==> src/hw/rtl/slq_pkg.sv <==
`default_nettype none
// ----------------------------------------------------------------------------
// slq_pkg
// Shared types, constants and helpers for the 16-bit SUBLEQ machine.
// ----------------------------------------------------------------------------
package slq_pkg;

  // Word memory geometry; the depth is a power of two so fetch addresses wrap.
  localparam int MEM_AW    = 15;
  localparam int MEM_WORDS = 2 ** MEM_AW;
  localparam int WORD_W    = 16;
  localparam int PC_W      = 15;
  localparam int IVAL_W    = 9;

  // Execution stops once the program counter reaches this value.
  localparam logic [PC_W-1:0] PC_LIMIT = 15'd32767;
  localparam logic [PC_W-1:0] PC_MAX   = 15'h7FFF;

  localparam logic [WORD_W-1:0] WORD_M1 = 16'hFFFF;

  typedef enum logic [1:0] {
    CMD_WRITE   = 2'd0,
    CMD_READ    = 2'd1,
    CMD_STEP    = 2'd2,
    CMD_RESTART = 2'd3
  } cmd_t;

  typedef enum logic [2:0] {
    ST_OK        = 3'd0,
    ST_PC_RANGE  = 3'd1,
    ST_IO_FAULT  = 3'd2,
    ST_BAD_ADDR  = 3'd3,
    ST_HALTED    = 3'd4
  } status_t;

  typedef struct packed {
    logic                   en;
    logic                   we;
    logic [MEM_AW-1:0]      addr;
    logic [WORD_W-1:0]      wdata;
  } mem_req_t;

  typedef struct packed {
    status_t                status;
    logic [PC_W-1:0]        pc;
    logic                   ovalid;
    logic [7:0]             obyte;
    logic                   itaken;
    logic [WORD_W-1:0]      rdata;
  } result_t;

  // True when a signed memory word names an existing memory entry.
  function automatic logic word_addr_ok(input logic [WORD_W-1:0] x);
    return !x[WORD_W-1] && ({1'b0, x} < 17'(MEM_WORDS));
  endfunction

  // True when a command address names an existing memory entry.
  function automatic logic cmd_addr_ok(input logic [PC_W-1:0] x);
    return {2'b00, x} < 17'(MEM_WORDS);
  endfunction

endpackage : slq_pkg
`default_nettype wire

==> src/hw/rtl/slq_ctrl.sv <==
`default_nettype none
// ----------------------------------------------------------------------------
// slq_ctrl
// Command sequencer: fetches operands, reads, modifies and writes back memory.
// ----------------------------------------------------------------------------
module slq_ctrl (
  input  wire logic                          clk,
  input  wire logic                          rst,
  input  wire logic                          in_valid,
  output logic                               in_ready,
  input  wire logic [1:0]                    in_cmd,
  input  wire logic [slq_pkg::PC_W-1:0]      in_addr,
  input  wire logic [slq_pkg::WORD_W-1:0]    in_wdata,
  input  wire logic [slq_pkg::IVAL_W-1:0]    in_ival,
  output slq_pkg::mem_req_t                  mem,
  input  wire logic [slq_pkg::WORD_W-1:0]    mem_rdata,
  output logic                               res_valid,
  input  wire logic                          res_ack,
  output slq_pkg::result_t                   res
);
  import slq_pkg::*;

  typedef enum logic [8:0] {
    S_IDLE = 9'b000000001,
    S_RDW  = 9'b000000010,
    S_FB   = 9'b000000100,
    S_FC   = 9'b000001000,
    S_DEC  = 9'b000010000,
    S_RA   = 9'b000100000,
    S_RB   = 9'b001000000,
    S_OUTB = 9'b010000000,
    S_RESP = 9'b100000000
  } state_t;

  state_t             state, state_next;
  logic [PC_W-1:0]    pc;
  logic               halted;
  logic [IVAL_W-1:0]  ival;
  logic [WORD_W-1:0]  op_a, op_b, op_c, va;
  status_t            r_status;
  logic               r_ovalid, r_itaken;
  logic [7:0]         r_obyte;
  logic [WORD_W-1:0]  r_rdata;

  cmd_t               cmd;
  logic               accept;
  logic               a_m1, b_m1;
  logic               commit;
  logic [PC_W:0]      npc, pc_plus3;
  logic [PC_W:0]      pc_plus1, pc_plus2;
  logic [WORD_W-1:0]  diff;
  logic               dec_halt;
  status_t            dec_code;
  status_t            acc_status;

  assign cmd      = cmd_t'(in_cmd);
  assign in_ready = (state == S_IDLE);
  assign accept   = in_valid && in_ready;
  assign a_m1     = (op_a == WORD_M1);
  assign b_m1     = (op_b == WORD_M1);
  assign pc_plus1 = {1'b0, pc} + 16'd1;
  assign pc_plus2 = {1'b0, pc} + 16'd2;
  assign pc_plus3 = {1'b0, pc} + 16'd3;
  assign diff     = mem_rdata - va;

  // Decode of the fetched instruction; c arrives on the read port in S_DEC.
  always_comb begin
    dec_halt = 1'b0;
    dec_code = ST_OK;
    if (mem_rdata[WORD_W-1]) begin
      dec_halt = 1'b1;
      dec_code = ST_BAD_ADDR;
    end else if (a_m1 && b_m1) begin
      dec_halt = 1'b1;
      dec_code = ST_IO_FAULT;
    end else if (a_m1) begin
      dec_halt = !word_addr_ok(op_b);
      dec_code = ST_BAD_ADDR;
    end else if (b_m1) begin
      dec_halt = !word_addr_ok(op_a);
      dec_code = ST_BAD_ADDR;
    end else begin
      dec_halt = !(word_addr_ok(op_a) && word_addr_ok(op_b));
      dec_code = ST_BAD_ADDR;
    end
  end

  // Status that is already known when a command is taken.
  always_comb begin
    acc_status = ST_OK;
    if ((cmd == CMD_WRITE || cmd == CMD_READ) && !cmd_addr_ok(in_addr)) begin
      acc_status = ST_BAD_ADDR;
    end else if ((cmd == CMD_STEP) && halted) begin
      acc_status = ST_HALTED;
    end else if ((cmd == CMD_STEP) && (pc >= PC_LIMIT)) begin
      acc_status = ST_PC_RANGE;
    end
  end

  always_comb begin
    state_next = state;
    mem        = '0;
    commit     = 1'b0;
    npc        = pc_plus3;
    unique case (state)
      S_IDLE: begin
        if (accept) begin
          unique case (cmd)
            CMD_WRITE: begin
              mem.en     = cmd_addr_ok(in_addr);
              mem.we     = cmd_addr_ok(in_addr);
              mem.addr   = in_addr[MEM_AW-1:0];
              mem.wdata  = in_wdata;
              state_next = S_RESP;
            end
            CMD_READ: begin
              mem.en     = cmd_addr_ok(in_addr);
              mem.addr   = in_addr[MEM_AW-1:0];
              state_next = S_RDW;
            end
            CMD_STEP: begin
              if (!halted && (pc < PC_LIMIT)) begin
                mem.en     = 1'b1;
                mem.addr   = pc[MEM_AW-1:0];
                state_next = S_FB;
              end else begin
                state_next = S_RESP;
              end
            end
            CMD_RESTART: state_next = S_RESP;
            default:     state_next = S_RESP;
          endcase
        end
      end
      S_RDW: state_next = S_RESP;
      S_FB: begin
        mem.en     = 1'b1;
        mem.addr   = pc_plus1[MEM_AW-1:0];
        state_next = S_FC;
      end
      S_FC: begin
        mem.en     = 1'b1;
        mem.addr   = pc_plus2[MEM_AW-1:0];
        state_next = S_DEC;
      end
      S_DEC: begin
        if (dec_halt) begin
          state_next = S_RESP;
        end else if (a_m1) begin
          // Input: store the supplied value at b and branch on it.
          mem.en     = 1'b1;
          mem.we     = 1'b1;
          mem.addr   = op_b[MEM_AW-1:0];
          mem.wdata  = {{(WORD_W-IVAL_W){ival[IVAL_W-1]}}, ival};
          commit     = 1'b1;
          npc        = ($signed(ival) > 0) ? pc_plus3 : mem_rdata;
          state_next = S_RESP;
        end else begin
          mem.en     = 1'b1;
          mem.addr   = op_a[MEM_AW-1:0];
          state_next = b_m1 ? S_OUTB : S_RA;
        end
      end
      S_RA: begin
        mem.en     = 1'b1;
        mem.addr   = op_b[MEM_AW-1:0];
        state_next = S_RB;
      end
      S_RB: begin
        mem.en     = 1'b1;
        mem.we     = 1'b1;
        mem.addr   = op_b[MEM_AW-1:0];
        mem.wdata  = diff;
        commit     = 1'b1;
        npc        = ($signed(diff) > 0) ? pc_plus3 : op_c;
        state_next = S_RESP;
      end
      S_OUTB: begin
        commit     = 1'b1;
        npc        = pc_plus3;
        state_next = S_RESP;
      end
      S_RESP: begin
        if (res_ack) begin
          state_next = S_IDLE;
        end
      end
      default: state_next = S_IDLE;
    endcase
  end

  always_ff @(posedge clk) begin
    if (rst) begin
      state  <= S_IDLE;
      pc     <= '0;
      halted <= 1'b0;
    end else begin
      state <= state_next;
      if (accept && (cmd == CMD_RESTART)) begin
        pc     <= '0;
        halted <= 1'b0;
      end
      if (accept && (cmd == CMD_STEP) && !halted && (pc >= PC_LIMIT)) begin
        halted <= 1'b1;
      end
      if ((state == S_DEC) && dec_halt) begin
        halted <= 1'b1;
      end
      if (commit) begin
        pc <= (npc > {1'b0, PC_MAX}) ? PC_MAX : npc[PC_W-1:0];
        if (npc >= {1'b0, PC_LIMIT}) begin
          halted <= 1'b1;
        end
      end
    end
  end

  // Operand and result registers.
  always_ff @(posedge clk) begin
    if (accept) begin
      ival     <= in_ival;
      r_status <= acc_status;
      r_ovalid <= 1'b0;
      r_obyte  <= '0;
      r_itaken <= 1'b0;
      r_rdata  <= '0;
    end
    if (state == S_RDW && r_status == ST_OK) begin
      r_rdata <= mem_rdata;
    end
    if (state == S_FB) begin
      op_a <= mem_rdata;
    end
    if (state == S_FC) begin
      op_b <= mem_rdata;
    end
    if (state == S_DEC) begin
      op_c <= mem_rdata;
      if (dec_halt) begin
        r_status <= dec_code;
      end else if (a_m1) begin
        r_itaken <= 1'b1;
      end
    end
    if (state == S_RA) begin
      va <= mem_rdata;
    end
    if (state == S_OUTB) begin
      r_ovalid <= 1'b1;
      r_obyte  <= mem_rdata[7:0];
    end
    if (commit && (npc >= {1'b0, PC_LIMIT})) begin
      r_status <= ST_PC_RANGE;
    end
  end

  assign res_valid  = (state == S_RESP);
  assign res.status = r_status;
  assign res.pc     = pc;
  assign res.ovalid = r_ovalid;
  assign res.obyte  = r_obyte;
  assign res.itaken = r_itaken;
  assign res.rdata  = r_rdata;

`ifndef ASSERT_OFF
  a_we_states: assert property (@(posedge clk) disable iff (rst)
    mem.we |-> (state == S_IDLE || state == S_DEC || state == S_RB))
    else $error("memory write outside a write-back state");

  a_halted_pc: assert property (@(posedge clk) disable iff (rst)
    (halted && !(accept && cmd == CMD_RESTART)) |=> $stable(pc))
    else $error("pc moved while halted");

  a_resp_hold: assert property (@(posedge clk) disable iff (rst)
    (res_valid && !res_ack) |=> (res_valid && $stable(res)))
    else $error("pending result changed before transfer");

  a_no_accept_busy: assert property (@(posedge clk) disable iff (rst)
    res_valid |-> !in_ready)
    else $error("input taken while a result is pending");
`endif

endmodule : slq_ctrl
`default_nettype wire

==> config.mk <==
export PLATFORM = sky130hd
export DESIGN_NAME = slq_ctrl
export DESIGN_NICKNAME = d
export VERILOG_FILES = /design/src/hw/rtl/slq_pkg.sv /design/src/hw/rtl/slq_ctrl.sv
export SDC_FILE = /design/constraint.sdc
export NUM_CORES = 1
export LEC_CHECK = 0
export ABC_AREA = 1
export BUFFER_PORTS_ARGS = -buffer_cell sky130_fd_sc_hd__buf_2
export CAP_MARGIN = 20
export CORE_UTILIZATION = 40
export DETAILED_ROUTE_END_ITERATION = 10
export GPL_TIMING_DRIVEN = 0
export PLACE_DENSITY_LB_ADDON = 0.15
export SETUP_SLACK_MARGIN = 0.02
export SYNTH_ARGS = -nofsm -noshare
export SYNTH_HDL_FRONTEND = slang
export SYNTH_SLANG_ARGS = --single-unit
==> constraint.sdc <==
create_clock -name clk -period 4.9 [get_ports clk]
set_clock_uncertainty 0.2 [all_clocks]
set_input_delay 0.98 -clock clk [delete_from_list [all_inputs] [get_ports clk]]
set_output_delay 0.98 -clock clk [all_outputs]
set_load 0.005 [all_outputs]
==> results of run 1 <==
[synth_stat cells, drive strengths merged]
cell / n / area share [%]
nor4: 9 / 1.1
o41ai: 1 / 0.10
fa: 1 / 0.24
clkinv: 2 / 0.089
a221o: 1 / 0.12
nor3: 11 / 0.66
a22oi: 1 / 0.089
a32o: 1 / 0.12
o211ai: 11 / 0.98
a32oi: 1 / 0.10
xnor2: 2 / 0.21
a31o: 1 / 0.10
nand2: 310 / 14
buf: 11 / 0.89
clkbuf: 22 / 0.98
nand4: 28 / 2.1
and2: 2 / 0.15
a221oi: 8 / 0.83
o2111ai: 6 / 0.63
o2bb2ai: 1 / 0.10
a311oi: 1 / 0.10
mux2i: 1 / 0.12
o221ai: 9 / 0.94
xor2: 15 / 1.8
a21oi: 55 / 3.5
nor2: 121 / 5.5
ha: 25 / 3.7
dfxtp: 30 / 7.2
o22ai: 6 / 0.52
a211oi: 7 / 0.63
a31oi: 4 / 0.30
nand3b: 1 / 0.089
a211o: 1 / 0.10
o31ai: 2 / 0.18
o21ai: 38 / 2.3
inv: 194 / 8.7
edfxtp: 97 / 35
or4: 1 / 0.089
o32ai: 1 / 0.10
nand3: 94 / 5.7
or2: 2 / 0.15
[layout by cell type, fill, tap and decap left out, drive strengths merged, types with 8 or more instances in the layout]
| master | netlist | layout |
|---|---|---|
| a21oi | 55 | 55 |
| a221oi | 8 | 8 |
| buf | 11 | 153 |
| clkbuf | 22 | 39 |
| clkinv | 2 | 9 |
| dfxtp | 30 | 30 |
| edfxtp | 97 | 97 |
| ha | 25 | 25 |
| inv | 194 | 199 |
| nand2 | 310 | 310 |
| nand3 | 94 | 94 |
| nand4 | 28 | 28 |
| nor2 | 121 | 121 |
| nor3 | 11 | 11 |
| nor4 | 9 | 9 |
| o211ai | 11 | 11 |
| o21ai | 38 | 38 |
| o221ai | 9 | 9 |
| xor2 | 15 | 15 |
[report_power, final]
group | switching [µW] | total, µW | internal [µW]
clock | 527 | 1240 | 712
sequential | 16.1 | 1220 | 1200
combinational | 218 | 326 | 108
[state kept, by name (all words and copies together), names as in the netlist]
name	count
halted	1
ival	9
op_a	16
op_b	16
op_c	16
pc	15
r_itaken	1
r_obyte	8
r_ovalid	1
r_rdata	16
r_status	3
state	9
va	16
[logic make-up (layout without fill, tap and decap cells)]
group                    count (synthesis)  count (layout)  synth area share (%)
AO/OA/AOI/OAI                          156             156                 11.79
XOR/XNOR                                17              17                 1.997
adder cells (fa/ha/maj)                 26              26                 3.964
buffers and inverters                  229             403                 10.64
flip-flops                             127             127                 41.85
multiplexers                             1               1                0.1192
other                                    0               2                     0
AND/OR/NAND/NOR                        579             579                 29.64
[repair_timing]
| item | CTS | global route |
|---|---|---|
| endpoints found under the setup margin | 1 | 20 |
| hold endpoints to repair | 0 | 0 |
| resized for setup | 1 | 8 |
[how the worst max path moves through the flow]
stage / start / to / slack [ns] / cells past startpoint
after floorplan: state[4]$_SDFFE_PP0P_ / mem[23] / 0.93 / 12
after global placement: state[5]$_SDFFE_PP0P_ / mem[18] / -0.43 / 11
after detailed placement: mem_rdata[0] / r_status[2]$_SDFF_PP0_ / 0.30 / 28
after CTS: state[2]$_SDFFE_PP0P_ / mem[28] / 0.18 / 12
after global routing: state[5]$_SDFFE_PP0P_ / mem[10] / 0.03 / 13
final: state[5]$_SDFFE_PP0P_ / mem[27] / 0.20 / 13
[layout make-up]
type	instances	area share [%]
clock inverters	15	1.505
diodes	2	0.04975
flip-flops and latches	127	34.94
well taps	270	3.358
repair buffers	142	7.226
inverters	196	7.351
plain buffers	33	1.604
multi-input cells	779	39.74
clock buffers	17	4.229
[per-layer routing]
metal	vias up	routed length [µm]	part of all wire, %
li1	4093	-	-
met1	3870	12390	43
met2	350	13210	46
met3	38	2194	7.7
met4	0	748	2.6
met5	-	0	0
[metrics by stage]
stage | cell area (µm²) | power, µW | hold slack [ns] | worst slack [ns]
floorplan | 8396 | 1412 | 0.2200 | 0.9258
global placement | 9434 | 1561 | 0.2321 | -0.4254
detailed placement | 9469 | 1562 | 0.2465 | 0.3033
CTS | 10050 | 2797 | 0.2582 | 0.1829
global route | 10050 | 2879 | 0.2746 | 0.02585
finish | 10060 | 2781 | 0.2550 | 0.2033
[worst min-delay path, cell delays in order, from the launching register on]
cell	delay, ns
dfxtp_1	0.31
nand2_1	0.06
nand2_1	0.04
==> results by group, run 1 <==
Run status
  • Outcome: finished, final reports clean

Setup path
  • Startpoint types: register
  • Reg2reg end: halted$_SDFF_PP0_
  • Slowest-stage cell, CP: nor2_1
  • Slowest cell delay on critical path: 0.36 ns
  • Kind of critical path: reg2out
  • R2R depth: 18
  • Critical Path AT: 3.52 ns
  • Reg-to-reg slack, setup: 1.06 ns
  • CP Max Fanout: 10
  • CP Capture Type: primary output
  • Top delay family on crit path: simple AND/OR/NAND/NOR gates
  • Most frequent CP cell: nor2_1
  • WP buf/inv: 6
  • CP required: 3.72 ns
  • Reg2reg start: pc[0]$_SDFFE_PP0P_
  • CP Cell Sequence: nor2_1 -> inv_2 -> nor2_1 -> inv_1 -> nor4_4 -> nand2_1 -> nor2_1 -> inv_1 -> nor2_1 -> inv_1 -> clkbuf_2 -> o2111ai_1 -> buf_2

CTS
  • Hold_buf cts: 0
  • Inserted Clock Buffers: 17
  • Post-CTS Setup Inserts: 0
  • CTS Buffer Depth: 2
  • CTS tree: built
  • CTS clk-pin slew, worst paths: 0.06 ns
  • Clock latency on the worst-skew pair: 0.43 ns
  • Clock Root Buffer: clkbuf_16
  • CTS Sinks: 127
  • Htree depth: 4

STA
  • Finish-stage setup viols: 0
  • Final Hold Viols: 0
  • Fmax: 212.9 MHz
  • Setup TNS: 0 ns
  • Worst-Margin Slew: 0.7486 ns
  • Fin crit share: 95.85%
  • Worst rel slew slack: 50.04%
  • Setup repair after global routing missed its margin: false
  • Final max-slew violation count: 0
  • Fin crit period: 4.697 ns

Route
  • WL final: 28540 µm
  • Routed via count: 8351
  • DRC violations left: 0
  • First-pass iteration count of the detailed router: 5
  • DR vias/cell: 5.282
  • Initial drt markers: 534
  • Wire per inst: 18.05 µm
  • Post-route ant nets: 0

GRT
  • M1 GR Usage: 35.21%
  • M3 GR Usage: 5.994%
  • First-pass GRT wire length: 43840 µm
  • Grt ovf: 0
  • Top Usage Layer GRT: met2
  • Initial antenna violation count: 0
  • Met2 GRT Util: 44.36%
  • Largest net degree at the start of global routing: 25
  • Vias in the first global route: 7796
  • Total GRT Usage: 27.12%

Die
  • Core area: 20430 µm²
  • Num ports: 141
  • Die height: 146.9 µm
  • Initial core utilization: 41.10%
  • Die W: 146.9 µm
  • Die area: 21570 µm²
  • FP Rows: 52

Final layout
  • Final nets: 1384
  • Share of layout cells above drive strength 1: 16.58%
  • Utilization after layout: 49.24%
  • Layout area overhead: 19.82%
  • Number of fill cells in the layout: 2089
  • Area of the multi-input gates: 3998 µm²
  • Layout Cells excl Fill: 1581
  • Register area: 3515 µm²

Min path
  • HP Class: reg2reg
  • Min-delay src: r_itaken$_DFF_P_
  • Hold path cells: 2
  • Hold Path End: r_itaken$_DFF_P_

Flow run
  • MaxCap Viol Count: 0

Synthesis
  • Syn Nets: 1223
  • Synth unique cells: 55
  • Ys Warns: 0
  • Syn Area/Cell: 7.397 µm²
  • Cell Area, Synth: 8396 µm²
  • Sequential fraction of the synthesis area: 41.85%
  • Number of synthesized register bits: 127
  • Mapped Cells: 1135

Placed design
  • Routability cong.: 0.9496
  • HPWL after DPL: 22340 µm
  • Cell count after placement: 1547
  • I/O Buffers: 140

Power
  • Largest vdd supply drop: 0.2569 mV
  • Leakage Power: 0.004698 µW
  • Power Density: 276.5 nW/µm²
(Power assumes the default switching activity.)
==> run 2: changes to the inputs <==
--- a/config.mk
+++ b/config.mk
@@ -6,10 +6,10 @@
 export NUM_CORES = 1
 export LEC_CHECK = 0
 export ABC_AREA = 1
-export BUFFER_PORTS_ARGS = -buffer_cell sky130_fd_sc_hd__buf_2
 export CAP_MARGIN = 20
 export CORE_UTILIZATION = 40
 export DETAILED_ROUTE_END_ITERATION = 10
+export DONT_BUFFER_PORTS = 1
 export GPL_TIMING_DRIVEN = 0
 export PLACE_DENSITY_LB_ADDON = 0.15
 export SETUP_SLACK_MARGIN = 0.02
==> run 2 against run 1 <==
Effect of this change:
- design area shrank 6.9%
- sequential share of layout area grew 2.6 points
- wire length shrank 0.39%
- global-route usage shrank 0.21 points
- clock power is essentially flat
- setup slack gained 0.065 ns
==> results by group, run 2 (synthesis results as in run 1) <==
CTS
  • Post-CTS Setup Inserts: 0 (unchanged)
  • Htree depth: 4 (unchanged)
  • CTS Buffer Depth: 2 (unchanged)
  • CTS clk-pin slew, worst paths: 0.07 ns (about the same)
  • CTS Sinks: 127 (unchanged)
  • Clock latency on the worst-skew pair: 0.43 ns (about the same)
  • Inserted Clock Buffers: 17 (unchanged)
  • Hold_buf cts: 0 (unchanged)
  • Clock Root Buffer: clkbuf_16
  • Post-cts sizing count: 0 (-1)
  • CTS tree: built

Final layout
  • Area of the multi-input gates: 4000 µm² (about the same)
  • Commonest non-fill, non-tap cells in the layout: 304 x nand2_1, 187 x inv_1, 117 x nor2_1
  • Utilization after layout: 45.86% (-3.4 points)
  • Layout area overhead: 11.59%
  • Number of fill cells in the layout: 2126 (+1.8%)
  • Finished Cell Area: 9369 µm² (-6.9%)
  • Antenna diode count: 0 (-2)
  • Final nets: 1244 (-10%)
  • Share of layout cells above drive strength 1: 6.416% (-10 points)
  • Layout Cells excl Fill: 1439 (-9.0%)
  • Register area: 3513 µm² (about the same)
  • Commonest non-fill, non-tap cell in the layout: nand2_1

Placed design
  • HPWL after DPL: 21980 µm (-1.6%)
  • Place WS: 0.4510 ns (+0.1477 ns)
  • Cell count after placement: 1407 (-9.0%)
  • I/O Buffers: 0 (-100%)
  • Routability cong.: 0.9476 (-0.21%)
  • DP Area: 8781 µm² (-7.3%)

GRT
  • Total GRT Usage: 26.91% (-0.21 points)
  • Vias in the first global route: 7498 (-3.8%)
  • Largest net degree at the start of global routing: 25 (unchanged)
  • First-pass GRT wire length: 43500 µm (-0.76%)
  • Initial antenna violation count: 1 (+1)
  • Grt ovf: 0 (unchanged)

Die
  • Die height: 146.9 µm (unchanged)
  • Initial core utilization: 41.10% (unchanged)
  • Die W: 146.9 µm (unchanged)
  • Core area: 20430 µm² (unchanged)
  • Num ports: 141 (unchanged)
  • FP Rows: 52 (unchanged)
  • Die area: 21570 µm² (unchanged)

STA
  • Setup WS post-layout: 0.2685 ns (+0.06515 ns)
  • Finish-stage setup viols: 0 (unchanged)
  • Setup repair after global routing missed its margin: false
  • Final Hold Viols: 0 (unchanged)
  • Worst rel slew slack: 45.21% (-4.8 points)
  • Fin crit share: 94.52% (-1.3 points)
  • Fin crit period: 4.632 ns (-0.06515 ns)
  • Final max-slew violation count: 0 (unchanged)
  • Worst-Margin Slew: 0.8219 ns (+0.07329 ns)
  • Fmax: 215.9 MHz (+1.4%)

Route
  • First-pass iteration count of the detailed router: 5 (unchanged)
  • Routed via count: 7738 (-7.3%)
  • DR vias/cell: 5.377 (+1.8%)
  • WL final: 28430 µm (-0.39%)
  • Wire per inst: 19.76 µm (+9.4%)
  • Post-route ant nets: 0 (unchanged)
  • Initial drt markers: 580 (+8.6%)
  • DRC violations left: 0 (unchanged)

Setup path
  • Crit path launch: state[2]$_SDFFE_PP0P_
  • Kind of critical path: reg2out
  • Startpoint types: register
  • Reg2reg start: pc[0]$_SDFFE_PP0P_
  • CP required: 3.72 ns (about the same)
  • Critical Path AT: 3.45 ns (-0.07 ns)
  • Reg-to-reg slack, setup: 1.10 ns (+0.04 ns)
  • CP Capture Type: primary output
  • CP Max Fanout: 10 (unchanged)

Flow run
  • MaxCap Viol Count: 0 (unchanged)

Power
  • Leakage Power: 0.004055 µW (-14%)
  • Final total power: 2709 µW (-2.6%)
  • Largest vdd supply drop: 0.2622 mV (+2.1%)
  • Power Density: 289.1 nW/µm² (+4.6%)

Min path
  • HP Class: reg2reg
  • Min-delay src: r_ovalid$_SDFFE_PP1P_

Run status
  • Outcome: finished, final reports clean
-- run 2: metrics by stage --
stage / hold WS, ns / TNS, ns
after floorplan: 0.2200 / 0
after global placement: 0.2460 / -3.244
after detailed placement: 0.2475 / 0
after CTS: 0.2578 / 0
after global routing: 0.2878 / 0
final: 0.2536 / 0
-- run 2: path summary, 6_finish.rpt --
path | endpoint | cells after the start
min | r_ovalid$_SDFFE_PP1P_ | 2
max | mem[25] | 11
min reg2reg | r_ovalid$_SDFFE_PP1P_ | 2
max reg2reg | halted$_SDFF_PP0_ | 18
-- run 2: critical path: stages (launching register included) --
cell       delay [ns]
dfxtp_1          0.32
nor2_1           0.18
inv_1            0.08
nor2_2           0.18
inv_1            0.13
nor4_4           0.38
buf_2            0.40
inv_1            0.24
nand3_1          0.35
clkbuf_1         0.43
nand2_1          0.16
o2111ai_1        0.18
-- run 2: final cells by class --
type | count | area share (%)
repair buffers | 2 | 0.4140
well taps | 270 | 3.606
inverters | 196 | 7.893
multi-input cells | 779 | 42.69
clock buffers | 17 | 4.541
plain buffers | 33 | 1.696
flip-flops and latches | 127 | 37.50
clock inverters | 15 | 1.656
-- run 2: per-layer routing --
layer  vias up  global-route usage [%]  routed length [µm]
met2       298                   44.03               13190
li1       3812                       -                   -
met4         0                   8.854                 551
met5         -                       0                   0
met3        33                   5.994                2392
met1      3595                   35.16               12290
-- run 2: where the power goes --
group          internal (µW)  switching [µW]
sequential              1200            24.5
combinational           68.2             171
clock                    680             564
total                   1950             760
